### config.mk
export PLATFORM = sky130hd
export DESIGN_NAME = gbi_ram
export DESIGN_NICKNAME = d
export VERILOG_FILES = /design/src/hw/rtl/assert_macros.svh /design/src/hw/rtl/gbi_ram.sv
export SDC_FILE = /design/constraint.sdc
export NUM_CORES = 1
export LEC_CHECK = 0
export BUFFER_PORTS_ARGS = -buffer_cell sky130_fd_sc_hd__buf_4
export CAP_MARGIN = 20
export CORE_MARGIN = 2
export CORE_UTILIZATION = 25
export CTS_BUF_LIST = sky130_fd_sc_hd__clkbuf_8
export DETAILED_ROUTE_END_ITERATION = 7
export GPL_TIMING_DRIVEN = 0
export PLACE_DENSITY = 0.51
export RECOVER_POWER = 50
export SLEW_MARGIN = 20
export SYNTH_ARGS = -nofsm -noshare
export SYNTH_HDL_FRONTEND = slang
export SYNTH_SLANG_ARGS = --single-unit
### constraint.sdc
create_clock -name i_clk -period 2.45 [get_ports i_clk]
set_input_delay 0.245 -clock i_clk [delete_from_list [all_inputs] [get_ports i_clk]]
set_output_delay 0.245 -clock i_clk [all_outputs]
set_load 0.01 [all_outputs]
### src/hw/rtl/assert_macros.svh
// assertion helpers for the rtl
`ifndef ASSERT_MACROS_SVH
`define ASSERT_MACROS_SVH
`ifndef ASSERT_OFF
`define ASSERT_IMPL(lbl, clk, rst_n, prop) \
    lbl: assert property (@(posedge clk) disable iff (!rst_n) prop) else $error("assert failed");
`define ASSERT_NEVER(lbl, clk, rst_n, expr) \
    lbl: assert property (@(posedge clk) disable iff (!rst_n) !(expr)) else $error("never failed");
`else
`define ASSERT_IMPL(lbl, clk, rst_n, prop)
`define ASSERT_NEVER(lbl, clk, rst_n, expr)
`endif
`endif

### src/hw/rtl/gbi_ram.sv
module gbi_ram #(
    parameter int WIDTH = 16,
    parameter int DEPTH = 64
) (
    input  logic                     i_clk,
    input  logic                     i_we,
    input  logic [$clog2(DEPTH)-1:0] i_waddr,
    input  logic [WIDTH-1:0]         i_wdata,
    input  logic [$clog2(DEPTH)-1:0] i_raddr,
    output logic [WIDTH-1:0]         o_rdata
);
    logic [WIDTH-1:0] r_mem [DEPTH];
    logic [WIDTH-1:0] r_rdata;

    // one write port, registered read
    always_ff @(posedge i_clk) begin
        if (i_we) begin
            r_mem[i_waddr] <= i_wdata;
        end
        r_rdata <= r_mem[i_raddr];
    end

    assign o_rdata = r_rdata;
endmodule

Yosys cells after proc, flatten, opt, wreduce, memory -nomap -nowiden
Memories as Yosys holds them, arrays and structs flattened. A register that Yosys moved wholly into a read port is not among the register bits. Cells that the tools add are included.

Multiplexer cells: 2.

Operators with widths (number): 1-bit 2-to-1 mux (2).

Memories: 1. Output and inout bits: 16. Memory bits (writable): 1024. Bits in registers: 0.

Memory list: r_mem (depth 64, bits a word 16, rd ports 1, clocked after Yosys merged registers in 1, write ports 1, line gbi_ram.sv:12) `logic [WIDTH-1:0] r_mem [DEPTH];`.

Longest topological paths before layout
Depth after elaboration: 2. Gate-level depth with buffers: 10. Gate-level depth less buffers: 5.

Worst setup path after synthesis
OpenSTA, ideal clock, no wires.

Path kind: input to register. From: input port i_waddr[3]. To: memory r_mem[48][0], enable pin. Arrival: 1.871 ns. Data required time: 2.041 ns. Path slack: 0.170 ns. Buffers on the path: 1. Stages: 4. Cell sequence: clkbuf_1 nor2b_1 nand4b_1 nor3_1.

RTL lines: start, declared (line gbi_ram.sv:7) `input logic [$clog2(DEPTH)-1:0] i_waddr,`; end, declared (line gbi_ram.sv:12).

No word-level cell before the write port.

==> metrics <==
status=finished, violations left; failing checks=max-capacitance violations, max-slew violations, negative setup slack; sequential area share after synthesis=between 70% and 80%; fin crit share=104%; cts bufs inserted=roughly 160; CP dominant cell by count=buf_2; CTS root buffer=clkbuf_8; Initial DRC Count=between 2,000 and 2,500; area share of fa/ha/maj cells after synthesis=0%; M1 wire length=~47,000 um; synthesized instance count=about 1,800; Final #Nets=around 2,100; post-synthesis mux area share=~16%; Routability Congestion=around 0.83; DR vias=between 15,000 and 20,000; Slew headroom=-25.8%; Pint=about 27 mW; Initial Utilization=~25%; Routed Antenna Nets=0; Cell variety after synth=43; Setup Buffers After CTS=0; Avg Cell Area, Syn=between 20 and 25 um2; Leakage=between 10 and 15 nW; pin count of the biggest net entering global routing=65; r2r setup slk=approximately 40 ps; worst vdd ir=0.000506 V; final setup fails=3; final critical-path required period=~2600 ps; max-cap violations=12; IO buf count=38; syn_nets=about 1,900; first-pass GRT wire length=between 150,000 and 200,000 um; largest family of logic cells by synthesized area=multiplexers; Die Wd=404 um; post-synthesis compound-gate area fraction=2.41%; synth-to-layout area growth=17.2%; PwrDens=about 750 nW/um2; Slew @ Worst Pin=around 1900 ps; FF+latch count, synth=~1,000; CP max FO=10; Remaining Overflow, GRT=0; critical path capture point type=flop; Final Max Tran Viols=about 750; CP delay by family, top=buffers and inverters; dpl ws=-1020 ps; Worst Path Buf+Inv=4; Net Sw Frac=a little under a quarter; Gate power share=roughly 6.1%; CP Data Arrival Time=3230 ps; Worst-Skew Late Latency=850 ps; hpwl dp=between 70,000 and 80,000 um; Synth Area in XOR/XNOR=0%; Synth Area in Simple Gates=under 10%; DR DRC count=0; H-tree depth=4; unrepaired setup endpoints after global routing=false; Total Wirelength=111,000 um; max incr delay on CP=roughly 600 ps; area leader, netlist=edfxtp_1; hold path depth=3; WL met2=approximately 53,000 um; Clock power frac=between 30 and 40%; DIE AREA=between 150,000 and 200,000 um2; gr usage total=13.4%; vias in the first global route=about 20,000; height of the die=404 um; FMAX=between 0.3 and 0.4 GHz; cells along the critical path=buf_2 > buf_2 > buf_2 > buf_2 > mux2i_1 > nand3_1 > a31oi_2 > a311oi_1; Sw Pwr=around 8 mW; number of core rows=about 150; Max Used Layer=met5; DRT Pass-1 Iters=6; YS warnings=0; post-synth top area share=76.8%; CP Data Required Time=between 3000 and 4000 ps; Hold Vio Cnt, Final=0; Worst Reg2Reg Path Length in Cells=5; CTS tree=built; CP startpoint kind=input pin; Sequential Power Share=around 56%; Avg Vias per Cell=4.65; critical path depth=8; fraction of layout cells with a size suffix above 1=about 31%; Clock transition at path regs=60 ps; fin area=about 47,000 um2; synthesized area=about 40,000 um2; final setup TNS=-163 ps; Pwr Total=about 35 mW; Clock Skews=between 40 and 50 ps; I/O pin count=46; top post-synthesis cells by area=edfxtp_1 (77%), mux4_2 (12%), mux2i_1 (2.1%); WL/cell=~26 um; Post-DP Area=about 44,000 um2; final worst slack=-107 ps; CTS max path bufs=3; Core Footprint=159,000 um2; DR WL met3=about 8600 um; # clock sinks=roughly 1,000; HP Class=in -> reg; antenna violations before repair=16; Worst path slowest cell=mux2i_1; Crit Path Class=in -> reg
registers in the layout (all words and copies together) (netlist names):
name     count
o_rdata     16
r_mem     1024
metrics by stage:
stage,util (%),instances,hold slack [ps]
2_1_floorplan,-,1829,344
4_1_cts,29.6,4293,6.22
6_report,29.6,4296,100
5_1_grt,29.5,4294,84.8
3_5_place_dp,27.6,4000,643
3_3_place_gp,27.0,3939,650
worst min-delay path: cells and delay by family:
kind,cells,cell delay [ps]
AND/OR/NAND/NOR,2,360
buffers and inverters,1,160
power groups by stage:
stage / clock [mW] / sequential [mW] / combinational (mW)
after global placement: 0 / 20.1 / 2.04
after global routing: 14.2 / 19.8 / 2.22
after floorplan: 0 / 20.1 / 1.02
after CTS: 13.5 / 19.7 / 2.15
after detailed placement: 0 / 20.1 / 2.11
final: 13.2 / 19.8 / 2.12
layout by cell type, fill, tap and decap left out, types with 4 or more instances in the layout:
cell type	count
a211o_1	8
a211oi_1	8
a21oi_1	17
a221o_1	6
a221oi_1	16
a22o_1	6
a22oi_1	39
a311oi_1	8
a31oi_2	7
a41oi_1	5
and4_1	5
buf_12	5
buf_2	36
buf_4	37
buf_6	48
buf_8	31
clkbuf_1	24
clkbuf_2	18
clkbuf_8	166
clkinv_1	36
clkinv_2	8
clkinv_8	4
dfxtp_1	16
dlygate4sd3_1	15
edfxtp_1	1024
inv_1	54
inv_8	5
mux2_2	27
mux2i_1	82
mux4_1	4
mux4_2	220
nand2_1	59
nand3_1	24
nand4_1	12
nor2_1	14
nor2_2	57
nor2b_1	30
o21ai_0	5
logic make-up after synthesis:
logic type | after synthesis
buffers and inverters | 104
multiplexers | 336
flip-flops | 1040
AO/OA/AOI/OAI | 129
AND/OR/NAND/NOR | 220
cell type report:
type	count	area, um2
sequential	1040	31100
antenna	3	7.51
timing repair buffer	114	1180
multi-input combinational	685	8460
tap	2072	2590
clock buffer	166	2280
buffer	104	733
clock inverter	112	579
fill	15400	112000
synth_stat cells (all sizes together):
library cell / count
a211o: 8
a211oi: 8
a21oi: 17
a221o: 6
a221oi: 16
a22o: 6
a22oi: 39
a311oi: 8
a31oi: 8
a41oi: 5
and2: 2
and4: 5
buf: 77
clkbuf: 27
dfxtp: 16
edfxtp: 1024
mux2: 27
mux2i: 85
mux4: 224
nand2: 60
nand2b: 3
nand3: 24
nand3b: 2
nand4: 12
nand4b: 1
nor2: 74
nor2b: 30
nor3: 2
nor4: 3
o21ai: 8
or3: 1
or3b: 1
per-layer routing:
| metal | track usage, % | vias up |
|---|---|---|
| li1 | - | 8279 |
| met1 | 17.8 | 10700 |
| met2 | 21.5 | 825 |
| met3 | 3.38 | 184 |
| met4 | 4.27 | 14 |
| met5 | 0 | - |
final timing paths:
| check | to | from |
|---|---|---|
| setup / recovery | o_rdata[0] | i_raddr[2] |
| hold / removal | r_mem[49][10] | i_waddr[0] |
| setup reg to reg | o_rdata[15] | r_mem[18][15] |
| hold reg to reg | o_rdata[2] | r_mem[37][2] |
repair_timing:
action	4_1_cts	5_1_grt
gates resized for setup	6	4
hold endpoints to repair	477	0
hold buffers	15	0
pin swaps	0	0
setup endpoints to repair	6	4
cloned	0	0
Note: power is estimated with default switching activity, not from simulation.
